--- config.mk ---
export PLATFORM = sky130hd
export DESIGN_NAME = rgb_contrast_stretch
export DESIGN_NICKNAME = d
export VERILOG_FILES = /design/src/rtl/rcs_pkg.sv /design/src/rtl/rcs_alu.sv /design/src/rtl/rcs_obuf.sv /design/src/rtl/rgb_contrast_stretch.sv
export SDC_FILE = /design/constraint.sdc
export NUM_CORES = 1
export LEC_CHECK = 0
export ABC_AREA = 1
export BUFFER_PORTS_ARGS = -buffer_cell sky130_fd_sc_hd__buf_2
export CAP_MARGIN = 10
export CORE_MARGIN = 4
export CORE_UTILIZATION = 55
export CTS_CLUSTER_DIAMETER = 150
export DETAILED_ROUTE_END_ITERATION = 6
export HOLD_SLACK_MARGIN = 0.15
export PLACE_DENSITY_LB_ADDON = 0.3
export SYNTH_ARGS = -nofsm -noshare
export SYNTH_HDL_FRONTEND = slang
export SYNTH_SLANG_ARGS = --single-unit
--- constraint.sdc ---
create_clock -name clk -period 5.8 [get_ports clk]
set_input_delay 0.29 -clock clk [delete_from_list [all_inputs] [get_ports clk]]
set_output_delay 0.29 -clock clk [all_outputs]
set_load 0.02 [all_outputs]
--- src/rtl/rcs_pkg.sv ---
// ----------------------------------------------------------------------------
// rcs_pkg
// Shared widths, constants and the result type of the RGB contrast stretch.
// ----------------------------------------------------------------------------
`default_nettype none

package rcs_pkg;

  // Sample width and channel count.
  localparam int unsigned PIX_W = 8;
  localparam int unsigned CH_N  = 3;

  // Width of the shared subtractor (one guard bit over a sample).
  localparam int unsigned ALU_W = PIX_W + 1;

  // Opcodes carried in the input tuser.
  localparam logic OP_ANALYZE = 1'b0;
  localparam logic OP_STRETCH = 1'b1;

  // Range values loaded at reset and on a new image.
  localparam logic [PIX_W-1:0] LOW_INIT  = 8'hFF;
  localparam logic [PIX_W-1:0] HIGH_INIT = 8'h00;

  // Largest stretched sample.
  localparam logic [PIX_W-1:0] PIX_MAX = 8'hFF;

  // One result beat: three samples, red in the lowest byte, and the flat flag.
  typedef struct packed {
    logic                       flat;
    logic [CH_N-1:0][PIX_W-1:0] pix;
  } res_t;

endpackage

`default_nettype wire

--- src/rtl/rcs_alu.sv ---
// ----------------------------------------------------------------------------
// rcs_alu
// Shared subtract and compare unit used for every range update, the span, the
// offset from the minimum, the clamp compare and each restoring division step.
// ----------------------------------------------------------------------------
`default_nettype none

module rcs_alu
  import rcs_pkg::*;
(
  input  wire logic [ALU_W-1:0] a,
  input  wire logic [ALU_W-1:0] b,
  output logic      [ALU_W-1:0] diff,
  output logic                  borrow,
  output logic                  zero
);

  logic [ALU_W:0] full;

  // One guard bit gives the borrow, so a < b reads straight off the top bit.
  assign full   = {1'b0, a} - {1'b0, b};
  assign diff   = full[ALU_W-1:0];
  assign borrow = full[ALU_W];
  assign zero   = (full == '0);

endmodule

`default_nettype wire

--- src/rtl/rcs_obuf.sv ---
// ----------------------------------------------------------------------------
// rcs_obuf
// Output register for result beats; holds a beat while the receiver stalls.
// ----------------------------------------------------------------------------
`default_nettype none

module rcs_obuf
  import rcs_pkg::*;
(
  input  wire logic                   clk,
  input  wire logic                   rst_n,
  input  wire logic                   load,
  input  wire res_t                   res,
  output logic                        free,
  output logic                        out_tvalid,
  input  wire logic                   out_tready,
  output logic [CH_N*PIX_W-1:0]       out_tdata,
  output logic                        out_tuser
);

  logic valid_r;
  logic valid_nxt;
  res_t data_r;

  // The register can take a beat when empty or when its beat leaves now.
  assign free = !valid_r || out_tready;

  always_comb begin
    valid_nxt = valid_r;
    if (load) begin
      valid_nxt = 1'b1;
    end else if (out_tready) begin
      valid_nxt = 1'b0;
    end
  end

  always_ff @(posedge clk) begin
    if (!rst_n) begin
      valid_r <= 1'b0;
    end else begin
      valid_r <= valid_nxt;
    end
  end

  // Payload needs no reset.
  always_ff @(posedge clk) begin
    if (load) begin
      data_r <= res;
    end
  end

  assign out_tvalid = valid_r;
  assign out_tdata  = data_r.pix;
  assign out_tuser  = data_r.flat;

endmodule

`default_nettype wire

--- src/rtl/rgb_contrast_stretch.sv ---
// ----------------------------------------------------------------------------
// rgb_contrast_stretch
// Global min/max contrast stretch of RGB pixels with one shared subtractor.
// ----------------------------------------------------------------------------
// Usage: the same pixel stream is sent twice. Analyze beats (in_tuser[0] = 0)
// fold each pixel into one running minimum and maximum shared by all three
// channels; in_tuser[1] set on an analyze beat starts a new image. Stretch
// beats (in_tuser[0] = 1) return one result beat each, every channel mapped to
// (p - min) * 256 / (max - min) and clamped to 0..255. out_tuser flags a flat
// range (max <= min), in which case all samples are 0.
// Timing: a single 9-bit subtractor does all the work under a sequencer, so
// one beat is taken at a time. An analyze beat keeps in_tready low while it
// makes two compares per channel, one for the minimum and one for the maximum.
// A stretch beat keeps in_tready low through the span step, then per channel
// a subtract (sample at or below min), a subtract and a compare (clamped at
// 255) or both followed by a restoring division (one quotient bit a cycle),
// then the hand-off of the result to the output register, which waits while
// that register is full. The result beat is offered, and in_tready rises
// again, in the cycle after the hand-off.
// Reset sets the range to min 255, max 0 and empties the output register.
// A stalled receiver holds the result in the output register; the next beat
// is still accepted, and only a second finished result waits for it.
// ----------------------------------------------------------------------------
`default_nettype none

module rgb_contrast_stretch
  import rcs_pkg::*;
(
  input  wire logic                   clk,
  input  wire logic                   rst_n,
  // Input channel.
  input  wire logic                   in_tvalid,
  output logic                        in_tready,
  input  wire logic [CH_N*PIX_W-1:0]  in_tdata,   // red_in, green_in, blue_in
  input  wire logic [1:0]             in_tuser,   // opcode, restart
  // Result channel.
  output logic                        out_tvalid,
  input  wire logic                   out_tready,
  output logic [CH_N*PIX_W-1:0]       out_tdata,  // red_out, green_out, blue_out
  output logic                        out_tuser   // flat_range
);

  // Sequencer states.
  localparam logic [2:0] S_IDLE = 3'd0;
  localparam logic [2:0] S_AN   = 3'd1;
  localparam logic [2:0] S_SPAN = 3'd2;
  localparam logic [2:0] S_SUB  = 3'd3;
  localparam logic [2:0] S_CMP  = 3'd4;
  localparam logic [2:0] S_DIV  = 3'd5;
  localparam logic [2:0] S_EMIT = 3'd6;

  localparam logic [1:0] CH_LAST  = 2'(CH_N - 1);
  localparam logic [2:0] DIV_LAST = 3'(PIX_W - 1);

  logic [2:0]                 state_r, state_nxt;
  logic [1:0]                 ch_r, ch_nxt;
  logic [2:0]                 cnt_r, cnt_nxt;
  logic [CH_N-1:0][PIX_W-1:0] px_r, px_nxt;
  logic [CH_N-1:0][PIX_W-1:0] res_r, res_nxt;
  logic [PIX_W-1:0]           lo_r, lo_nxt;
  logic [PIX_W-1:0]           hi_r, hi_nxt;
  logic [PIX_W-1:0]           span_r, span_nxt;
  logic [ALU_W-1:0]           rem_r, rem_nxt;
  logic [PIX_W-1:0]           q_r, q_nxt;
  logic                       flat_r, flat_nxt;

  logic [ALU_W-1:0] alu_a, alu_b, alu_diff;
  logic             alu_borrow, alu_zero;
  logic [PIX_W-1:0] cur_px;
  logic [PIX_W-1:0] q_step;
  logic             obuf_free, obuf_load;
  logic             in_beat;
  res_t             res_beat;

  assign in_tready = (state_r == S_IDLE);
  assign in_beat   = in_tvalid && in_tready;
  assign cur_px    = px_r[ch_r];
  assign q_step    = {q_r[PIX_W-2:0], !alu_borrow};

  // Shared subtract and compare unit.
  rcs_alu u_alu (
    .a      (alu_a),
    .b      (alu_b),
    .diff   (alu_diff),
    .borrow (alu_borrow),
    .zero   (alu_zero)
  );

  // Operand selection for the shared unit.
  always_comb begin
    alu_a = '0;
    alu_b = '0;
    case (state_r)
      S_AN: begin
        if (!cnt_r[0]) begin
          alu_a = {1'b0, cur_px};
          alu_b = {1'b0, lo_r};
        end else begin
          alu_a = {1'b0, hi_r};
          alu_b = {1'b0, cur_px};
        end
      end
      S_SPAN: begin
        alu_a = {1'b0, hi_r};
        alu_b = {1'b0, lo_r};
      end
      S_SUB: begin
        alu_a = {1'b0, cur_px};
        alu_b = {1'b0, lo_r};
      end
      S_CMP: begin
        alu_a = rem_r;
        alu_b = {1'b0, span_r};
      end
      S_DIV: begin
        alu_a = {rem_r[ALU_W-2:0], 1'b0};
        alu_b = {1'b0, span_r};
      end
      default: begin
        alu_a = '0;
        alu_b = '0;
      end
    endcase
  end

  // Sequencer and datapath next state.
  always_comb begin
    state_nxt = state_r;
    ch_nxt    = ch_r;
    cnt_nxt   = cnt_r;
    px_nxt    = px_r;
    res_nxt   = res_r;
    lo_nxt    = lo_r;
    hi_nxt    = hi_r;
    span_nxt  = span_r;
    rem_nxt   = rem_r;
    q_nxt     = q_r;
    flat_nxt  = flat_r;
    obuf_load = 1'b0;
    case (state_r)
      S_IDLE: begin
        if (in_beat) begin
          px_nxt   = in_tdata;
          ch_nxt   = '0;
          cnt_nxt  = '0;
          flat_nxt = 1'b0;
          if (in_tuser[0] == OP_ANALYZE) begin
            if (in_tuser[1]) begin
              lo_nxt = LOW_INIT;
              hi_nxt = HIGH_INIT;
            end
            state_nxt = S_AN;
          end else begin
            state_nxt = S_SPAN;
          end
        end
      end
      // Even step updates the minimum, odd step the maximum of one channel.
      S_AN: begin
        if (!cnt_r[0]) begin
          if (alu_borrow) begin
            lo_nxt = cur_px;
          end
          cnt_nxt = 3'd1;
        end else begin
          if (alu_borrow) begin
            hi_nxt = cur_px;
          end
          cnt_nxt = '0;
          if (ch_r == CH_LAST) begin
            ch_nxt    = '0;
            state_nxt = S_IDLE;
          end else begin
            ch_nxt = ch_r + 2'd1;
          end
        end
      end
      // Span of the range; an empty or flat range gives zeros and the flag.
      S_SPAN: begin
        if (alu_borrow || alu_zero) begin
          flat_nxt  = 1'b1;
          res_nxt   = '0;
          state_nxt = S_EMIT;
        end else begin
          span_nxt  = alu_diff[PIX_W-1:0];
          state_nxt = S_SUB;
        end
      end
      // Offset from the minimum; at or below it the sample maps to 0.
      S_SUB: begin
        if (alu_borrow || alu_zero) begin
          res_nxt[ch_r] = '0;
          if (ch_r == CH_LAST) begin
            state_nxt = S_EMIT;
          end else begin
            ch_nxt = ch_r + 2'd1;
          end
        end else begin
          rem_nxt   = alu_diff;
          state_nxt = S_CMP;
        end
      end
      // An offset of at least the span gives a quotient of 256 or more.
      S_CMP: begin
        if (!alu_borrow) begin
          res_nxt[ch_r] = PIX_MAX;
          if (ch_r == CH_LAST) begin
            state_nxt = S_EMIT;
          end else begin
            ch_nxt    = ch_r + 2'd1;
            state_nxt = S_SUB;
          end
        end else begin
          cnt_nxt   = '0;
          q_nxt     = '0;
          state_nxt = S_DIV;
        end
      end
      // Restoring division, one quotient bit per cycle.
      S_DIV: begin
        q_nxt   = q_step;
        rem_nxt = alu_borrow ? alu_a : alu_diff;
        if (cnt_r == DIV_LAST) begin
          cnt_nxt       = '0;
          res_nxt[ch_r] = q_step;
          if (ch_r == CH_LAST) begin
            state_nxt = S_EMIT;
          end else begin
            ch_nxt    = ch_r + 2'd1;
            state_nxt = S_SUB;
          end
        end else begin
          cnt_nxt = cnt_r + 3'd1;
        end
      end
      // Hand the result to the output register once it has room.
      S_EMIT: begin
        if (obuf_free) begin
          obuf_load = 1'b1;
          ch_nxt    = '0;
          state_nxt = S_IDLE;
        end
      end
      default: begin
        state_nxt = S_IDLE;
      end
    endcase
  end

  // Control state and the image range.
  always_ff @(posedge clk) begin
    if (!rst_n) begin
      state_r <= S_IDLE;
      ch_r    <= '0;
      cnt_r   <= '0;
      lo_r    <= LOW_INIT;
      hi_r    <= HIGH_INIT;
    end else begin
      state_r <= state_nxt;
      ch_r    <= ch_nxt;
      cnt_r   <= cnt_nxt;
      lo_r    <= lo_nxt;
      hi_r    <= hi_nxt;
    end
  end

  // Working registers of the current beat.
  always_ff @(posedge clk) begin
    px_r   <= px_nxt;
    res_r  <= res_nxt;
    span_r <= span_nxt;
    rem_r  <= rem_nxt;
    q_r    <= q_nxt;
    flat_r <= flat_nxt;
  end

  assign res_beat.pix  = res_r;
  assign res_beat.flat = flat_r;

  // Output register.
  rcs_obuf u_obuf (
    .clk        (clk),
    .rst_n      (rst_n),
    .load       (obuf_load),
    .res        (res_beat),
    .free       (obuf_free),
    .out_tvalid (out_tvalid),
    .out_tready (out_tready),
    .out_tdata  (out_tdata),
    .out_tuser  (out_tuser)
  );

endmodule

`default_nettype wire

==> results_dict.tcl, run 1 <==
set metrics [dict create \
    crit_top_cell "nand2_1" \
    synth_edf_count 98 \
    drv_cap 0 \
    io_buffers 56 \
    synth_seq_cells 123 \
    cts_tree "done" \
    synth_warnings 0 \
    antennaDiodeCount 0 \
    track_usage_pct 23.6 \
    power_frac_comb_pct 48.1 \
    wl_per_cell_um 17.2 \
    first_pass_iters 5 \
    async_flop_share_pct 0 \
    setup_viol 0 \
    status "complete, no violations" \
    die_h_um 111 \
    cts_buffers 17 \
    core_mm2 0.0103 \
    vias 4706 \
    ys_seq_area_share_pct 58.8 \
    critPathTopFamily "simple AND/OR/NAND/NOR gates" \
    drive_above_1_share_pct 18.1 \
    rsz0062_at_grt "false" \
    synthXorXnorAreaFrac_pct 0.150 \
    p_per_area_mw_per_mm2 701 \
    final_common_cell "nand2_1" \
    worstPathCellList "clkinv_1 -> or2_2 -> a32oi_1 -> nor2_1 -> a221oi_1 -> ha_1 -> fa_1 -> inv_1 -> nand2_1 -> nand2_1 -> nand3_1 -> nand2_1 -> nand2_1 -> nand2_1 -> nor2_1 -> nand3_2 -> nand3_1 -> o21ai_0 -> nor3_2 -> buf_4" \
    synth_cell_types 44 \
    nets 723 \
    clkPwrFrac_pct 21.5 \
    grt_pass1_wl_mm 23.1 \
    fin_setup_tns_ns 0 \
    syn_area_mm2 0.00585 \
    grt.overflow.total 0 \
    post_cts_buffers 0 \
    synth-compound-area-share_pct 13.4 \
    synth.mux.area_fraction_pct 0 \
    syn_area_per_cell_um2 9.96 \
    detail-route-antenna-nets 0 \
    cp_max_fo 24 \
    hold_viol 0 \
    crit_slowest_cell "dfxtp_1" \
    switchingPower_w 0.00217 \
    gr-usage-met1_pct 27.8 \
    ctsHoldBuffers 25 \
    timing.fmax_mhz 226 \
    areaGrowthSynthToFinish_pct 21.6 \
    period_share_pct 76.4 \
    swShare_pct 43.4 \
    crit_arrival_ns 4.63 \
    power.share.sequential_pct 30.4 \
    critPathCaptureType "flip-flop" \
    h-tree-depth 4 \
    critPathRequiredTime_ns 6.00 \
    cts_buffer_depth 2 \
    dp_hpwl_mm 9.41 \
    internal_power_w 0.00282 \
    syn_nets 634 \
    grt_pass1_vias 4695 \
    hold_class "primary input to flip-flop" \
    ys.flop_type "edfxtp_1" \
    layout_common_cells "nand2_1, edfxtp_1, inv_1" \
    antenna_found_initial 0 \
    synthCells 588 \
    irDropWorstVdd_mv 0.474 \
    worstSetupPathType "flip-flop to flip-flop" \
    critPathMaxStageDelay_ns 0.58 \
    clk_latency_ns 0.53 \
    pin_count 57 \
    fin_crit_ns 4.43 \
    global_route.usage.met3_pct 6.22 \
    place_inst 768 \
    relSlewSlack_pct 27.9 \
    viasPerCell 5.70 \
    p_leak_nw 3.02 \
    fp.dieW_um 111 \
    slew_viol_final 0 \
    clockRootBuffer "clkbuf_8" \
    routabilityCongestion 0.960 \
    synth_simple_gate_area_share_pct 17.6 \
    synth_top_family_by_area "simple AND/OR/NAND/NOR gates" \
    instances_no_fill 826 \
    initial_core_util_pct 56.7 \
    dieArea_mm2 0.0124 \
    drc 0 \
    cts.sinks 123 \
    fin_area_mm2 0.00712 \
    cts_resized 0 \
    clkTransAtPathRegs_ns 0.06 \
    grt_max_degree 27 \
    globalRouteMet2Util_pct 39.5 \
    synth-adder-area-share_pct 3.55 \
    tightest_slew_ns 1.08 \
    finClkSkew_ns 0.0118 \
    cp_num_buf_inv 3 \
    grt-busiest-layer "met2" \
    start_kind "flip-flop" \
    wl_mm 14.2 \
    fp-row-count 37 \
    place_area_mm2 0.00625 \
    drtIter0Drc 358 \
]
==> cells in the mapped netlist, types with 4 or more instances <==
master | n | area share (%)
nand2_1 | 107 | 6.9
o21ai_0 | 47 | 4.0
inv_2 | 5 | 0.32
ha_1 | 15 | 3.2
o211ai_1 | 8 | 1.0
a21oi_1 | 46 | 3.9
nand3b_1 | 9 | 1.2
nor2_4 | 4 | 0.77
a221oi_1 | 11 | 1.6
nand3_1 | 19 | 1.6
nand3_2 | 5 | 0.85
clkbuf_1 | 7 | 0.45
nand2_2 | 7 | 0.75
edfxtp_1 | 98 | 50
dfxtp_1 | 25 | 8.5
nor2_1 | 59 | 3.8
inv_1 | 69 | 4.4
a31oi_1 | 4 | 0.43
o21a_1 | 4 | 0.51
==> area by class of cell <==
cell class	count	area [µm²]
timing repair buffer	84	561
inverter	78	295
sequential	123	3440
clock buffer	18	418
fill	740	3210
clock inverter	14	183
tap	136	170
multi-input combinational	373	2050
==> cells by family after synthesis <==
kind of cell | Yosys count
AO/OA/AOI/OAI | 134
XOR/XNOR | 1
adder cells (fa/ha/maj) | 16
buffers and inverters | 92
flip-flops | 123
AND/OR/NAND/NOR | 222
==> tightest hold or removal path, stage by stage <==
cell	delay, ns
buf_2	0.07
nor2_1	0.08
o21a_1	0.20
==> state kept, by name (all words and copies together), names as in the netlist <==
register / count
u_obuf.out_tvalid: 1
cnt_r: 3
ch_r: 2
rem_r: 9
q_r: 7
px_r: 24
u_obuf.out_tdata: 24
state_r: 3
span_r: 8
lo_r: 8
flat_r: 1
u_obuf.out_tuser: 1
hi_r: 8
res_beat: 24
==> final timing paths <==
path,startpoint,to,slack [ns],depth (start not counted)
setup / recovery,ch_r[0]$_SDFFE_PN0P_,res_beat[13]$_DFFE_PP_,1.37,20
hold / removal,out_tready,u_obuf.out_tvalid$_SDFFE_PN0P_,0.17,3
setup reg to reg,ch_r[0]$_SDFFE_PN0P_,res_beat[13]$_DFFE_PP_,1.37,20
hold reg to reg,flat_r$_DFFE_PP_,u_obuf.out_tuser$_DFFE_PP_,0.42,0
==> power groups by stage <==
| stage | clock, W | sequential [W] | combinational (W) |
|---|---|---|---|
| 5_1_grt | 0.00113 | 0.00154 | 0.00273 |
| 6_report | 0.00107 | 0.00152 | 0.00240 |
| 3_3_place_gp | 0 | 0.00152 | 0.00226 |
| 2_1_floorplan | 0 | 0.00149 | 0.00182 |
| 4_1_cts | 0.00108 | 0.00152 | 0.00236 |
| 3_5_place_dp | 0 | 0.00153 | 0.00232 |
==> metal layers <==
metal	routed length (µm)	vias up
met5	0	-
li1	-	2216
met3	1030	41
met2	7050	223
met1	5650	2226
met4	452	0
==> per-stage QoR <==
step / setup WS (ns) / hold slack (ns) / total power (W) / utilization, %
floorplan: 0.880 / 0.389 / 0.00331 / -
global placement: 1.67 / 0.405 / 0.00378 / 60.6
detailed placement: 1.48 / 0.408 / 0.00385 / 60.6
CTS: 1.42 / 0.157 / 0.00496 / 68.8
global route: 0.918 / 0.188 / 0.00539 / 68.9
finish: 1.37 / 0.173 / 0.00499 / 68.9
Power figures use the tool's default switching activity.
==> run 2, diff against run 1 <==
Settings changed: CORE_UTILIZATION 55 to 53.
Clock period 5.8 ns to 3.9 ns, I/O delays scaled along.
==> run 2 against run 1 <==
  * Register-to-register slack worse by 1.2 ns
  * Global-route usage is 0.49 points higher
  * Flip-flop and latch count stayed put
==> results_dict.tcl, run 2 (same netlist as run 1, synthesis figures left out) <==
set metrics [dict create \
    first_pass_iters 5 \
    ff2ff_setup_slack_ns 0.14 \
    crit_top_cell "nand2_1" \
    cts_buffer_depth 2 \
    wl_per_cell_um 17.5 \
    worstPathCellList "inv_4 -> nand2_4 -> nor2_4 -> inv_2 -> nor2_4 -> inv_1 -> nand2_4 -> a221oi_1 -> inv_1 -> ha_1 -> or2_2 -> nand3_1 -> nand2_1 -> nand2_1 -> nand2_1 -> nor2_2 -> nand3_2 -> nand3_2 -> nand2_2 -> nor3_4 -> buf_6 -> buf_16" \
    vias 4845 \
    areaGrowthSynthToFinish_pct 28.9 \
    r2r_end "res_beat[6]$_DFFE_PP_" \
    cts_buffers 17 \
    whs_path_depth 5 \
    worstSetupPathType "flip-flop to flip-flop" \
    grt_pass1_vias 4899 \
    critPathRequiredTime_ns 4.14 \
    place_inst 794 \
    h-tree-depth 4 \
    dp_hpwl_mm 10.0 \
    min_to "lo_r[0]$_SDFFE_PN1P_" \
    relSlewSlack_pct 52.5 \
    r2r-start "state_r[1]$_SDFFE_PN0P_" \
    pin_count 57 \
    drtIter0Drc 316 \
    instances_no_fill 871 \
    io_buffers 56 \
    fin_crit_ns 3.76 \
    nets 764 \
    cts.sinks 123 \
    detail-route-antenna-nets 0 \
    fp-row-count 38 \
    tightest_slew_ns 0.706 \
    core_mm2 0.0108 \
    antennaDiodeCount 0 \
    critPathCaptureType "flip-flop" \
    clk_latency_ns 0.52 \
    antenna_found_initial 0 \
    period_share_pct 96.4 \
    track_usage_pct 24.1 \
    holdCritStartpoint "in_tuser[1]" \
    wl_mm 15.2 \
    hold_class "primary input to flip-flop" \
    clockRootBuffer "clkbuf_8" \
    drv_cap 0 \
    grt_max_degree 26 \
    reg2regPathDepth 22 \
    grt_pass1_wl_mm 24.0 \
    finClkSkew_ns 0.00610 \
    cts_tree "done" \
    drc 0 \
    hold_viol 0 \
    slew_viol_final 0 \
    die_h_um 113 \
    crit_slowest_cell "a221oi_1" \
    cp_num_buf_inv 6 \
    fp.dieW_um 113 \
    critPathMaxStageDelay_ns 0.41 \
    crit_arrival_ns 4.00 \
    start_kind "flip-flop" \
    viasPerCell 5.56 \
    drive_above_1_share_pct 25.7 \
    critPathTopFamily "simple AND/OR/NAND/NOR gates" \
    grt.overflow.total 0 \
    cp_max_fo 12 \
    initial_core_util_pct 54.0 \
    setup_viol 0 \
    layout_common_cells "nand2_1, edfxtp_1, inv_1" \
    routabilityCongestion 0.934 \
    clkTransAtPathRegs_ns 0.06 \
    dieArea_mm2 0.0128 \
    final_common_cell "nand2_1" \
    status "complete, no violations" \
    timing.fmax_mhz 266 \
]
[run 2: cell count changes in the layout (fill, tap and decap cells not counted), sizes merged]
cell | previous run | this run
inv | 82 | 75
clkbuf | 18 | 23
bufinv | 3 | 2
buf | 59 | 98
dlygate4sd3 | 25 | 27
clkinv | 5 | 8
[run 2: per-layer routing]
metal	wire length [µm]	share of wire, %	global-route usage [%]	vias up
li1	-	-	-	2299
met3	945	6.2	4.81	48
met1	5970	39	28.1	2285
met2	7720	51	42.5	213
met5	0	0	0	-
met4	563	3.7	11.8	0
[run 2: final cells by class]
type                       count  area, µm²
inverter                      78        298
sequential                   123       3450
clock buffer                  23        447
clock inverter                 9       98.8
timing repair buffer         125        913
tap                          140        175
multi-input combinational    373       2160
fill                         831       3300
[run 2: through the flow]
stage	area [µm²]	hold slack (ns)	setup WS [ns]	TNS, ns	utilization, %
global placement	6440	0.371	0.0845	0	59.4
finish	7540	0.250	0.140	0	69.6
global route	7540	0.268	-0.135	-3.07	69.6
floorplan	5870	0.294	0.0129	0	-
detailed placement	6440	0.373	0.0139	0	59.4
CTS	7330	0.232	0.0294	0	67.6
[run 2: worst max path at each step]
stage / from / endpoint / depth (start not counted)
6_report: state_r[1]$_SDFFE_PN0P_ / res_beat[6]$_DFFE_PP_ / 22
5_1_grt: state_r[1]$_SDFFE_PN0P_ / res_beat[19]$_DFFE_PP_ / 22
4_1_cts: state_r[0]$_SDFFE_PN0P_ / res_beat[6]$_DFFE_PP_ / 26
3_5_place_dp: state_r[0]$_SDFFE_PN0P_ / res_beat[12]$_DFFE_PP_ / 25
3_3_place_gp: state_r[0]$_SDFFE_PN0P_ / res_beat[18]$_DFFE_PP_ / 25
2_1_floorplan: state_r[2]$_SDFFE_PN0P_ / res_beat[0]$_DFFE_PP_ / 22
[run 2: what timing repair did]
action / CTS / global route
setup endpoints to repair: 24 / 51
hold buffers: 27 / 0
endpoints found under the hold margin: 34 / 0
pin swaps: 2 / 15
buffers inserted: 5 / 12
resized for setup: 6 / 35
gates cloned: 1 / 0
[run 2: worst register-to-register path, stage by stage, from the launching register on]
cell	delay [ns]
dfxtp_2	0.38
inv_4	0.08
nand2_4	0.10
nor2_4	0.07
inv_2	0.08
nor2_4	0.06
inv_1	0.14
nand2_4	0.11
a221oi_1	0.42
inv_1	0.09
ha_1	0.35
or2_2	0.34
nand3_1	0.13
nand2_1	0.07
nand2_1	0.09
nand2_1	0.09
nor2_2	0.10
nand3_2	0.12
nand3_2	0.10
nand2_2	0.07
nor3_4	0.22
buf_6	0.15
buf_16	0.14
Power of run 2 is left out: the tool's default activity adds up to more than one toggle a clock period on the data nets, which glitch-free logic cannot reach.
==> run 3, diff against run 2 <==
Settings changed: ABC_AREA 1 to default, CORE_UTILIZATION 53 to 54, SETUP_SLACK_MARGIN from default to 0.5, SYNTH_HIERARCHICAL from default to 1.
==> run 3 against run 2 <==
  * The flow now finishes with violations (setup timing)
  * Cell area grew 14%
  * Critical path depth down 3
  * Cell count fell by 0.23%
  * Clock-buffer cell count decreased by 5
  * Maximum frequency decreased by 6.5%
  * Routed wire length up 15%
  * Non-clock buffer count rose by 51
  * Clock skew rose by 0.0011 ns
==> results_dict.tcl, run 3 <==
set metrics [dict create \
    track_usage_pct 25.6 \
    areaGrowthSynthToFinish_pct 37.5 \
    async_flop_share_pct 0 \
    nets 761 \
    ys.flop_type "edfxtp_1" \
    dp_slack_ns -0.281 \
    fp-row-count 39 \
    grt_pass1_wl_mm 26.7 \
    syn_area_mm2 0.00627 \
    clkTransAtPathRegs_ns 0.06 \
    yosys-top-cells-count "edfxtp_1, inv_1, nand2_1" \
    grt_max_degree 29 \
    crit_slowest_cell "ha_1" \
    synthCells 550 \
    worstSetupPathType "flip-flop to flip-flop" \
    synth_edf_count 98 \
    cts_tree "done" \
    clk_latency_ns 0.42 \
    wl_mm 17.6 \
    syn_area_per_cell_um2 11.4 \
    synth_top_area_share_pct 46.9 \
    die_h_um 116 \
    status "complete, but fails checks" \
    setup_viol 28 \
    antennaDiodeCount 0 \
    initial_core_util_pct 54.9 \
    cp_max_fo 9 \
    synth_warnings 6 \
    hold_class "primary input to flip-flop" \
    cts_buffers 17 \
    critPathRequiredTime_ns 4.26 \
    grt_pass1_vias 5417 \
    rsz0062_at_grt "true" \
    drv_cap 0 \
    fin_crit_ns 4.02 \
    relSlewSlack_pct 22.5 \
    tightest_slew_ns 1.15 \
    vias 5230 \
    timing.fmax_mhz 249 \
    wl_per_cell_um 20.2 \
    detail-route-antenna-nets 0 \
    finClkSkew_ns 0.00723 \
    post-route-util_pct 75.5 \
    yosysTopAreaCell "edfxtp_1" \
    first_pass_iters 5 \
    dieArea_mm2 0.0134 \
    fp.dieW_um 116 \
    crit_top_cell "buf_4" \
    seq_area_mm2 0.00346 \
    synth.most_common_cell "edfxtp_1" \
    cts_buffer_depth 2 \
    period_share_pct 103 \
    multiInputGateArea_mm2 0.00288 \
    synth_seq_cells 123 \
    core_mm2 0.0114 \
    fin_setup_tns_ns -0.646 \
    violations "setup timing" \
    irDropWorstVdd_mv 0.731 \
    worstPathCellList "buf_4 -> mux2i_1 -> nor2_1 -> a21oi_1 -> o21ai_0 -> ha_1 -> buf_4 -> o221a_2 -> buf_4 -> o21ai_2 -> xnor2_2 -> nor4_4 -> buf_6 -> buf_6 -> nor3b_4 -> o221ai_2 -> buf_4 -> a2111oi_4 -> o21a_1" \
    drive_above_1_share_pct 35.3 \
    hold_viol 0 \
    synthTopCellsByArea "edfxtp_1, dfxtp_1, mux2i_1" \
    h-tree-depth 4 \
    ys_seq_area_share_pct 54.9 \
    viasPerCell 6.02 \
    fill_cells 695 \
    critPathCaptureType "flip-flop" \
    clockRootBuffer "clkbuf_16" \
    layout_common_cells "edfxtp_1, buf_4, buf_2" \
    critPathMaxStageDelay_ns 0.42 \
    routabilityCongestion 0.921 \
    final_common_cell "edfxtp_1" \
    setup_ws_ns -0.120 \
    p_per_area_mw_per_mm2 947 \
    drtIter0Drc 490 \
    pin_count 57 \
    synth_cell_types 67 \
    syn_nets 597 \
    dp_hpwl_mm 10.5 \
    cts.sinks 123 \
    drc 0 \
    antenna_found_initial 0 \
    grt.overflow.total 0 \
    io_buffers 56 \
    slew_viol_final 0 \
    p_leak_nw 3.38 \
    crit_arrival_ns 4.38 \
    start_kind "flip-flop" \
]
[run 3: cell types whose count changed in the layout (fill, tap and decap cells not counted), sizes merged, moves of 19 or more]
cell,previous run,this run
nor2,64,27
inv,75,37
nand3,25,6
mux2i,0,33
a21oi,48,21
nand2,115,36
buf,98,150
o32ai,0,20
[run 3: cells by family after synthesis]
logic type | Yosys count | synth area share [%]
other cells | 1 | 0.0598
flops | 123 | 54.9
buf+inv | 70 | 4.69
xor+xnor | 5 | 0.698
mux | 44 | 7.24
simple gates | 146 | 12.9
fa+ha+maj | 17 | 3.51
compound gates | 144 | 16.0
[run 3: worst max-delay path, delay by kind of cell, from the launching register on]
family / cells / cell delay, ns
compound gates: 7 / 1.43
xor+xnor: 1 / 0.17
buf+inv: 6 / 0.91
simple gates: 3 / 0.38
flops: 1 / 0.40
mux: 1 / 0.23
fa+ha+maj: 1 / 0.42
[run 3: area by class of cell]
class,instances,area share [%]
clock buffer,18,4.98
clock inverter,13,2.03
multi-input combinational,358,33.4
sequential,123,40.1
tap,143,2.07
inverter,38,1.80
timing repair buffer,176,15.6
[run 3: final timing paths]
check	startpoint	end	slack (ns)	cells past startpoint
setup / recovery	state_r[0]$_SDFFE_PN0P_	state_r[2]$_SDFFE_PN0P_	-0.12	19
hold / removal	rst_n	lo_r[5]$_SDFFE_PN1P_	0.22	2
setup reg to reg	state_r[0]$_SDFFE_PN0P_	state_r[2]$_SDFFE_PN0P_	-0.12	19
hold reg to reg	flat_r$_DFFE_PP_	u_obuf/out_tuser$_DFFE_PP_	0.43	0
[run 3: per-layer routing]
metal | part of all wire (%) | global-route usage, %
met4 | 2.9 | 9.59
met3 | 6.7 | 6.48
met2 | 52 | 45.3
met1 | 38 | 30.1
met5 | 0 | 0
[run 3: what timing repair did]
action | 4_1_cts | 5_1_grt
endpoints found under the hold margin | 25 | 0
endpoints found under the setup margin | 85 | 85
gates cloned | 0 | 3
gates resized for setup | 25 | 47
pin swaps | 10 | 19
setup buffers | 5 | 8
hold buffers | 25 | 0
[run 3: power breakdown]
part           switching, W  internal (W)  total [W]
Combinational       0.00235       0.00215    0.00450
Clock              0.000582       0.00106    0.00164
Sequential         0.000141       0.00189    0.00203
Total               0.00307       0.00509    0.00817
[run 3: metrics by stage]
stage | instances | hold WS, ns | power (W) | area (µm²)
floorplan | 550 | 0.294 | 0.00433 | 6440
global placement | 797 | 0.371 | 0.00561 | 7320
detailed placement | 797 | 0.373 | 0.00572 | 7320
CTS | 858 | 0.202 | 0.00757 | 8320
global route | 869 | 0.224 | 0.00857 | 8620
finish | 869 | 0.220 | 0.00817 | 8620
